### config.mk
export PLATFORM = sky130hd
export DESIGN_NAME = stc_queue
export DESIGN_NICKNAME = d
export VERILOG_FILES = /design/src/stc_pkg.sv /design/src/stc_queue.sv
export SDC_FILE = /design/constraint.sdc
export NUM_CORES = 1
export LEC_CHECK = 0
export CORE_MARGIN = 4
export CORE_UTILIZATION = 35
export CTS_CLUSTER_DIAMETER = 30
export DETAILED_ROUTE_END_ITERATION = 6
export DONT_BUFFER_PORTS = 1
export SLEW_MARGIN = 20
export SYNTH_ARGS = -nofsm -noshare
export SYNTH_HDL_FRONTEND = slang
export SYNTH_SLANG_ARGS = --single-unit
### constraint.sdc
create_clock -name clk -period 5.15 [get_ports clk]
set_clock_uncertainty 0.1 [all_clocks]
set_input_delay 0.2575 -clock clk [delete_from_list [all_inputs] [get_ports clk]]
set_output_delay 0.2575 -clock clk [all_outputs]
set_load 0.05 [all_outputs]
### src/stc_pkg.sv
// ----------------------------------------------------------------------------
// Segment/triangle crossing counter package
// Shared constants, register indexes and the flag struct between front and back.
// ----------------------------------------------------------------------------
`timescale 1ns / 1ps

package stc_pkg;

	// Default field widths.
	localparam int COORD_WIDTH_DEF = 16;
	localparam int COUNT_WIDTH_DEF = 16;

	// Crossing fraction is unsigned Q0.16, one quotient bit per divider step.
	localparam int FRAC_WIDTH = 16;

	// Entries of the queue between front and back.
	localparam int QUEUE_DEPTH = 4;

	// Configuration register indexes.
	localparam int REG_INDEX_WIDTH = 3;
	localparam logic [REG_INDEX_WIDTH-1:0] REG_START_X = 3'd0;
	localparam logic [REG_INDEX_WIDTH-1:0] REG_START_Y = 3'd1;
	localparam logic [REG_INDEX_WIDTH-1:0] REG_START_Z = 3'd2;
	localparam logic [REG_INDEX_WIDTH-1:0] REG_SPAN_X  = 3'd3;
	localparam logic [REG_INDEX_WIDTH-1:0] REG_SPAN_Y  = 3'd4;
	localparam logic [REG_INDEX_WIDTH-1:0] REG_SPAN_Z  = 3'd5;

	// Classification flags of one triangle.
	typedef struct packed {
		logic hit;
		logic from_front;
		logic last;
	} flags_t;

endpackage

### src/stc_queue.sv
// ----------------------------------------------------------------------------
// Classified-triangle queue
// Small register FIFO that decouples the classifier from the divider.
// ----------------------------------------------------------------------------
`timescale 1ns / 1ps

module stc_queue #(
	parameter int MAG_WIDTH = 3 * stc_pkg::COORD_WIDTH_DEF + 6
) (
	input  logic                 clk,
	input  logic                 arst_n,
	input  logic                 push,
	input  stc_pkg::flags_t      push_flags,
	input  logic [MAG_WIDTH-1:0] push_mag0,
	input  logic [MAG_WIDTH-1:0] push_magn,
	output logic                 full,
	input  logic                 pop,
	output logic                 empty,
	output stc_pkg::flags_t      head_flags,
	output logic [MAG_WIDTH-1:0] head_mag0,
	output logic [MAG_WIDTH-1:0] head_magn
);

	localparam int DEPTH = stc_pkg::QUEUE_DEPTH;
	localparam int PW    = $clog2(DEPTH);

	stc_pkg::flags_t      flags_q [DEPTH];
	logic [MAG_WIDTH-1:0] mag0_q  [DEPTH];
	logic [MAG_WIDTH-1:0] magn_q  [DEPTH];
	logic [PW-1:0]        wr_ptr_q, rd_ptr_q;
	logic [PW:0]          fill_q;

	assign full       = (fill_q == (PW + 1)'(DEPTH));
	assign empty      = (fill_q == '0);
	assign head_flags = flags_q[rd_ptr_q];
	assign head_mag0  = mag0_q[rd_ptr_q];
	assign head_magn  = magn_q[rd_ptr_q];

	// Entry storage.
	always_ff @(posedge clk) begin
		if (push) begin
			flags_q[wr_ptr_q] <= push_flags;
			mag0_q[wr_ptr_q]  <= push_mag0;
			magn_q[wr_ptr_q]  <= push_magn;
		end
	end

	// Pointers and fill level.
	always_ff @(posedge clk or negedge arst_n) begin
		if (!arst_n) begin
			wr_ptr_q <= '0;
			rd_ptr_q <= '0;
			fill_q   <= '0;
		end else begin
			if (push)
				wr_ptr_q <= wr_ptr_q + 1'b1;
			if (pop)
				rd_ptr_q <= rd_ptr_q + 1'b1;
			if (push && !pop)
				fill_q <= fill_q + 1'b1;
			else if (pop && !push)
				fill_q <= fill_q - 1'b1;
		end
	end

endmodule

### Word level (Yosys, flattened, before mapping)

Memories as Yosys holds them, arrays and structs flattened.
Cells that the tools add are included.

* bits in registers: 7
* input bits: 115
* memories: 3
* output and inout bits: 113
* logic and storage cells: 21
* memory bits (writable): 444

* reductions and logical operators: 6
* muxes and demuxes: 4
* equality and inequality tests: 1
* add/subtract/negate cells: 4

Memories
* mag0_q: depth 4, bits a word 54, rd ports 1, clocked after memory_dff 0, write ports 1, RTL line stc_queue.sv:28 `logic [MAG_WIDTH-1:0] mag0_q [DEPTH];`
* magn_q: depth 4, bits a word 54, rd ports 1, clocked after memory_dff 0, write ports 1, RTL line stc_queue.sv:29 `logic [MAG_WIDTH-1:0] magn_q [DEPTH];`
* flags_q: depth 4, bits a word 3, rd ports 1, clocked after memory_dff 0, write ports 1, RTL line stc_queue.sv:27 `stc_pkg::flags_t flags_q [DEPTH];`

Operator list (count)
* two-way mux 3 bit: 2
* adder 2 x 1 -> 2 bit, second input constant: 2
* adder 3 x 1 -> 3 bit, second input constant: 1
* == test 3 bit, second input constant: 1
* zero test 3 bit: 1
* subtractor 3 x 1 -> 3 bit, second input constant: 1
* logical AND 1 bit: 2
* zero test 1 bit: 2
* two-way mux 1 bit: 2
* nonzero test 2 bit: 1

### Longest topological paths before layout

Gate-level depths: netlist of the first run.

* word-level depth: 4
* gate-level depth with buffers: 7

### Worst setup path after synthesis of the first run

Ideal clock, no wire load.

* path kind: register -> register
* start: reg wr_ptr_q[0]
* end: mem flags_q[2][0] in the netlist's numbering, enable pin
* cell stages (with the launch flop): 4
* library setup time: 483 ps
* buffers on the path: 0
* setup slack: 1395 ps
* arrival: 3173 ps
* path through: dfrtp_1 -> inv_1 -> ha_1 -> and2_1

RTL lines
* start: declaration: RTL line stc_queue.sv:30 `logic [PW-1:0] wr_ptr_q, rd_ptr_q;`
* start signal: assignment: RTL line stc_queue.sv:56 `wr_ptr_q <= wr_ptr_q + 1'b1;`
* end: declaration: RTL line stc_queue.sv:27

Straight into the memory's write port.

### Worst setup path in the final report of the first run

* start: reg rd_ptr_q[0]
* end: out head_mag0[48]

* cells in the longest elaborated chain, start to end: 1

RTL lines
* start: declaration: RTL line stc_queue.sv:30
* start signal: assignment: RTL line stc_queue.sv:58 `rd_ptr_q <= rd_ptr_q + 1'b1;`
* memory (4 x 54 bit)
* end: declaration: RTL line stc_queue.sv:20 `output logic [MAG_WIDTH-1:0] head_mag0,`

No other way between the ends.

==> results.md, run 1 <==
- Status: completed
- Peak Freq: 338.1 MHz
- Crit start category: flop
- Fin Hold WS: 0.09036 ns
- Via density: 4.858
- Reg-to-reg endpoint: mag0_q[2][30]
- Synth Area in Simple Gates: 0.2962%
- Final Util: 45.77%
- Fin crit share: 57.44%
- DR DRC count: 0
- Chip height: 225.0 um
- Non-Filler Instances: 1494
- Post-Synth XOR/XNOR Area: 0.3190%
- Layout fillers: 3755
- Largest family of logic cells by synthesized area: multiplexers
- TritonCTS clock tree: done
- Final period demand of the worst path: 2.958 ns
- Post-DP HPWL: 19090 um
- Ranking of synthesized cells by area: edfxtp_1 (81%), mux4_2 (15%), dfrtp_1 (1.1%)
- Maximum vdd drop: 0.0004637 V
- CP bufs+invs: 1
- First-pass GRT wire length: 50100 um
- Final number of max-transition violations: 0
- ANT nets after route: 0
- Syn nets: 735
- Die area: 50610 um2
- Synth Cell Area: 16480 um2
- Clock tree sinks: 451
- Syn. warnings: 0
- 1st-iter DRT viols: 355
- Slew @ Worst Pin: 0.9447 ns
- Via count: 7258
- CP max FO: 57
- Cell chain of the critical path: buf_12 -> mux4_2
- Hold path depth: 1
- Clock root cell: clkbuf_16
- Initial Util: 35.39%
- Largest net degree at the start of global routing: 58
- Post-Route WL: 33020 um
- Rows: 79
- Seq/Total Area, Yosys: 81.99%
- Final setup violating endpoints: 0
- Required @ worst endpoint: 4.79 ns
- Insertion delay to the later sink of the worst-skew pair: 0.59 ns
- Syn avg cell area: 26.83 um2
- CP Class: flop to output port
- Post-synthesis adder-cell area fraction: 0.5012%
- Die Wd: 225.0 um
- Normalized max-slew margin: 36.74%
- Syn Inst Count: 614
- Pleak: 0.006979 uW
- Synth Area in Compound Gates: 0.03038%
- MaxCap Viol Count: 0
- Core area: 46560 um2
- Reg-to-reg startpoint: wr_ptr_q[0]
- Initial DRT Pass Iterations: 4
- Inst Count DP: 1210
- Mux contribution to synthesized area: 15.24%
- Antenna violations before repair: 3
- Number of global-route vias before repair: 8267
- Highest-delay cell along the critical path: mux4_2
- Hold Crit Start: push
- Register area: 13520 um2
- Cell variety after synth: 22
- Multi-input logic area: 2715 um2
- R2R Setup Slk: 2.76 ns
- Total GRT Usage: 13.13%
- Hold Path Sink: magn_q[1][51]
- R2R cell count: 4
- Critical Path Sink Type: output port
- Synth area leader: edfxtp_1
- Hold Violations, Final: 0
- Synth Register Bits: 451
- Synth top area share: 80.92%
- CTS H-Tree Depth: 3
- Clock Pin Slew Worst Setup and Hold Paths: 0.05 ns
- Setup Total Neg Slack: 0 ns
- CTS max path bufs: 3
- Total gr overflow: 0
- Post-cts sizing count: 0
- Share of post-route cells with drive strength above 1: 32.28%
- Nets: 932
- Number of port buffers: 0
- Inserted Clock Buffers: 91
- WL/cell: 22.10 um
- CP top delay family: multiplexers
- Gpl congestion: 0.7436
- RSZ-0062 raised after global routing: false
- Io pins: 228
- Max incr delay on CP: 0.75 ns
- Worst min-delay path class: input port to flop
- PD cells: 713.1 nW/um2
- Area growth, synth to finish: 29.33%
- WP data arrival: 2.60 ns
==> how the worst max path moves through the flow <==
stage                           start  cells past startpoint            end  slack (ns)
after global placement    rd_ptr_q[0]                      2  head_mag0[43]        2.78
after global routing      rd_ptr_q[0]                      2  head_mag0[41]        1.98
after CTS                 rd_ptr_q[0]                      2  head_mag0[21]        2.08
after detailed placement  wr_ptr_q[0]                      4  mag0_q[2][43]        2.72
final                     rd_ptr_q[0]                      2  head_mag0[48]        2.19
after floorplan           wr_ptr_q[0]                      3  flags_q[2][0]        1.39
==> logic make-up (layout without fill, tap and decap cells) <==
family / count (synthesis) / in the layout
flops: 451 / 451
mux: 112 / 112
buf+inv: 29 / 301
simple gates: 9 / 9
fa+ha+maj: 6 / 6
xor+xnor: 6 / 6
compound gates: 1 / 1
other cells: 0 / 1
==> report_power, final <==
part	internal, uW	total [uW]	switching [uW]
sequential	4820	5030	217
clock	3720	5660	1940
combinational	1120	4510	3380
total	9660	15200	5540
==> registers in the layout, indices dropped and copies added (netlist names) <==
| name | flops |
|---|---|
| mag0_q | 216 |
| magn_q | 216 |
| flags_q | 12 |
| fill_q | 3 |
| rd_ptr_q | 2 |
| wr_ptr_q | 2 |
==> cells in the final DEF (no fill, tap or decap), types with 5 or more instances in the layout <==
| master | Yosys | final |
|---|---|---|
| buf_4 | 4 | 13 |
| clkinvlp_4 | 0 | 15 |
| inv_6 | 0 | 22 |
| mux4_2 | 111 | 111 |
| dlygate4sd3_1 | 0 | 115 |
| edfxtp_1 | 444 | 444 |
| clkbuf_1 | 1 | 6 |
| dfrtp_1 | 7 | 5 |
| clkinv_2 | 0 | 6 |
| ha_1 | 5 | 5 |
| clkinv_1 | 0 | 9 |
| clkinv_4 | 0 | 8 |
| clkbuf_16 | 0 | 92 |
| bufinv_16 | 0 | 8 |
==> repair_timing <==
action,4_1_cts,5_1_grt
buffers inserted,0,0
hold endpoints to repair,458,0
hold buffers,115,0
==> layout make-up <==
type	count	share of cell area, %
flip-flops and latches	451	63.43
multi-input cells	134	12.74
clock buffers	98	10.91
repair buffers	129	5.954
well taps	607	3.564
clock inverters	70	3.318
inverters	4	0.07046
diodes	1	0.01174
==> stage by stage <==
stage                     power (uW)  setup WS [ns]  instance area (um2)
final                          15200          2.192                21310
after global routing           15790          1.983                21310
after CTS                      15430          2.078                21310
after detailed placement        9594          2.722                17120
after global placement          9479          2.780                17120
after floorplan                 9066          1.395                16480
==> synthesized netlist by cell type, drive strengths merged <==
| cell type | count |
|---|---|
| ha | 5 |
| mux2 | 1 |
| inv | 4 |
| and2 | 4 |
| dfrtp | 7 |
| nor3 | 1 |
| edfxtp | 444 |
| buf | 24 |
| xor2 | 4 |
| o21ai | 1 |
| xnor2 | 2 |
| fa | 1 |
| nor2 | 1 |
| nand2 | 2 |
| mux4 | 111 |
| nor3b | 1 |
| clkbuf | 1 |
==> per-layer routing <==
| metal | wire (um) | vias up | track usage, % | share of wire [%] |
|---|---|---|---|---|
| li1 | - | 3094 | - | - |
| met1 | 12620 | 3799 | 15.47 | 38 |
| met2 | 16600 | 282 | 21.56 | 50 |
| met3 | 2875 | 79 | 5.380 | 8.7 |
| met4 | 902 | 4 | 5.336 | 2.7 |
| met5 | 21 | - | 0 | 0.064 |
No activity file was read; power rests on OpenSTA's default activity.
==> run 2, diff against run 1 <==
Clock period 5.15 ns to 2.6 ns, I/O delays scaled along.
==> run 2 against run 1 <==
Against the previous run: clock power grew 87%; largest cell class unchanged; largest power group unchanged; combinational power grew 100%; critical endpoint is now head_mag0[42]; flip-flop and latch count is the same; total power grew 95%; sequential share of layout area grew 0.26 points; via count shrank 1.3%; setup slack lost 2.2 ns; first-iteration DRC count grew 15%; highest routed layer unchanged.
==> results.md, run 2 (synthesized netlist as in run 1, its figures left out) <==
- DR DRC count: 0 (unchanged)
- PD cells: 1393 nW/um2 (was 713.1 nW/um2)
- Design area: 21220 um2 (was 21310 um2)
- CP max FO: 52 (was 57)
- Normalized max-slew margin: 38.40% (was 36.74%)
- Final setup violating endpoints: 0 (unchanged)
- Hold Violations, Final: 0 (unchanged)
- R2R cell count: 4 (unchanged)
- Commonest non-fill, non-tap cell in the layout: edfxtp_1 (unchanged)
- WP data arrival: 2.34 ns (was 2.60 ns)
- End of the critical path: head_mag0[42] (was head_mag0[48])
- Clock power frac: 35.7% (was 37.2%)
- Peak Freq: 389.8 MHz
- Non-Filler Instances: 1477 (was 1494)
- Nets: 922 (was 932)
- Switching share of total power: 36.71% (was 36.46%)
- Via count: 7161 (was 7258)
- R2R Setup Slk: 0.77 ns (was 2.76 ns)
- Slew @ Worst Pin: 0.9199 ns (was 0.9447 ns)
- Final number of max-transition violations: 0 (unchanged)
- Commonest cells after routing, fill and taps aside: edfxtp_1 (444), dlygate4sd3_1 (116), mux4_2 (111) (was edfxtp_1 (444), dlygate4sd3_1 (115), mux4_2 (111))
- Pleak: 0.006921 uW (was 0.006979 uW)
- Required @ worst endpoint: 2.37 ns (was 4.79 ns)
- Post-Route WL: 32120 um (was 33020 um)
- Seq pwr share: 33.8% (was 33.1%)
- Share of post-route cells with drive strength above 1: 31.42% (was 32.28%)
- CTS max path bufs: 3 (unchanged)
- RSZ-0062 raised after global routing: true (was false)
- MaxCap Viol Count: 0 (unchanged)
- Critical path origin: rd_ptr_q[0] (unchanged)
- Core area: 46560 um2 (unchanged)
- Clock root cell: clkbuf_16 (unchanged)
- Final setup margin: 0.03462 ns (was 2.192 ns)
- Die Wd: 225.0 um (unchanged)
- Initial DRT Pass Iterations: 4 (unchanged)
- Clock tree sinks: 451 (unchanged)
- Io pins: 228 (unchanged)
- Antenna violations before repair: 4 (was 3)
- Rows: 79 (unchanged)
- Worst min-delay path class: input port to flop (unchanged)
- Largest net degree at the start of global routing: 69 (was 58)
- Gate power share: 30.5% (was 29.7%)
- Status: completed (unchanged)
- Number of port buffers: 0 (unchanged)
- Switching power of the nets: 10850 uW (was 5540 uW)
- Inserted Clock Buffers: 80 (was 91)
- Critical Path Sink Type: output port (unchanged)
- CP Class: flop to output port (unchanged)
- Area growth, synth to finish: 28.80% (was 29.33%)
- Gpl congestion: 0.7272 (was 0.7436)
- Number of post-CTS setup repair buffers: 0 (unchanged)
- DP Area: 17220 um2 (was 17120 um2)
- Clock Pin Slew Worst Setup and Hold Paths: 0.06 ns (was 0.05 ns)
- CTS H-Tree Depth: 3 (unchanged)
- Reg-to-reg endpoint: mag0_q[2][34] (was mag0_q[2][30])
- Maximum vdd drop: 0.001052 V (was 0.0004637 V)
- Crit start category: flop (unchanged)
- Inst Count DP: 1210 (unchanged)
- First-pass GRT wire length: 48510 um (was 50100 um)
- 1st-iter DRT viols: 410 (was 355)
- Post-Place Worst Slack: 0.5951 ns (was 2.722 ns)
- Number of global-route vias before repair: 7839 (was 8267)
- Initial Util: 35.39% (unchanged)
- Via density: 4.848 (was 4.858)
- Fin Hold WS: 0.04311 ns (was 0.09036 ns)
- Total GRT Usage: 12.67% (was 13.13%)
- Final period demand of the worst path: 2.565 ns
- Total gr overflow: 0 (unchanged)
- WL/cell: 21.75 um (was 22.10 um)
- Die area: 50610 um2 (unchanged)
- ANT nets after route: 0 (unchanged)
- Reg-to-reg startpoint: wr_ptr_q[0] (unchanged)
- Largest regs: mag0_q (216), magn_q (216), flags_q (12) (unchanged)
- Post-DP HPWL: 18860 um (was 19090 um)
- Internal: 18710 uW (was 9655 uW)
- TritonCTS clock tree: done (unchanged)
- Layout fillers: 3750 (was 3755)
- Insertion delay to the later sink of the worst-skew pair: 0.58 ns (was 0.59 ns)
- Chip height: 225.0 um (unchanged)
- Fin crit share: 98.67%
==> run 2: cell types whose count changed in the layout (fill, tap and decap cells not counted), sizes merged <==
cell         change
dlygate4sd3      +1
bufinv           +2
inv              -2
clkinvlp         -3
clkinv           -3
clkbuf          -12
==> run 2: layout make-up <==
class	count	area [um2]	share of cell area, %
sequential	451	13520	63.69
multi-input combinational	134	2715	12.79
clock buffer	86	2024	9.540
timing repair buffer	130	1394	6.568
clock inverter	64	795.8	3.750
tap	607	759.5	3.579
inverter	4	15.01	0.07075
antenna	1	2.502	0.01179
==> run 2: how the worst min path moves through the flow <==
stage / slack (ns) / cells past startpoint / start / to
after global placement: -0.26 / 0 / arst_n / fill_q[2]
after floorplan: -0.27 / 0 / arst_n / fill_q[0]
after CTS: 0.008 / 2 / push / mag0_q[1][29]
final: 0.04 / 2 / push / mag0_q[1][29]
after global routing: 0.03 / 2 / push / mag0_q[1][29]
after detailed placement: -0.26 / 0 / arst_n / fill_q[2]
==> run 2: per-stage QoR <==
stage / total power (uW) / TNS [ns] / utilization [%]
3_5_place_dp: 19080 / 0 / 36.99
2_1_floorplan: 17870 / 0 / -
6_report: 29560 / 0 / 45.58
3_3_place_gp: 18880 / 0 / 36.99
5_1_grt: 30730 / -5.679 / 45.58
4_1_cts: 30010 / -1.361 / 45.54
==> run 2: timing repair <==
action / CTS / global route
hold buffers: 115 / 1
endpoints found under the setup margin: 79 / 100
hold endpoints to repair: 501 / 4
gates resized for setup: 1 / 1
==> run 2: power groups by stage <==
stage	Clock [uW]	Combinational, uW	Sequential [uW]
4_1_cts	10800	9200	10000
3_5_place_dp	0	8950	10100
3_3_place_gp	0	8860	10000
5_1_grt	11200	9420	10100
2_1_floorplan	0	7970	9900
6_report	10600	9020	9980
==> run 2: metal layers <==
metal | vias up | GRT usage (%) | part of all wire, %
met5 | - | 0 | 0.11
met4 | 6 | 4.783 | 2.4
met3 | 72 | 5.197 | 8.7
met2 | 256 | 20.18 | 50
met1 | 3755 | 15.65 | 39
li1 | 3072 | - | -
==> run 2: critical path: stages, from the launching register on <==
cell	delay (ns)
dfrtp_4	0.56
buf_16	0.34
mux4_2	0.74
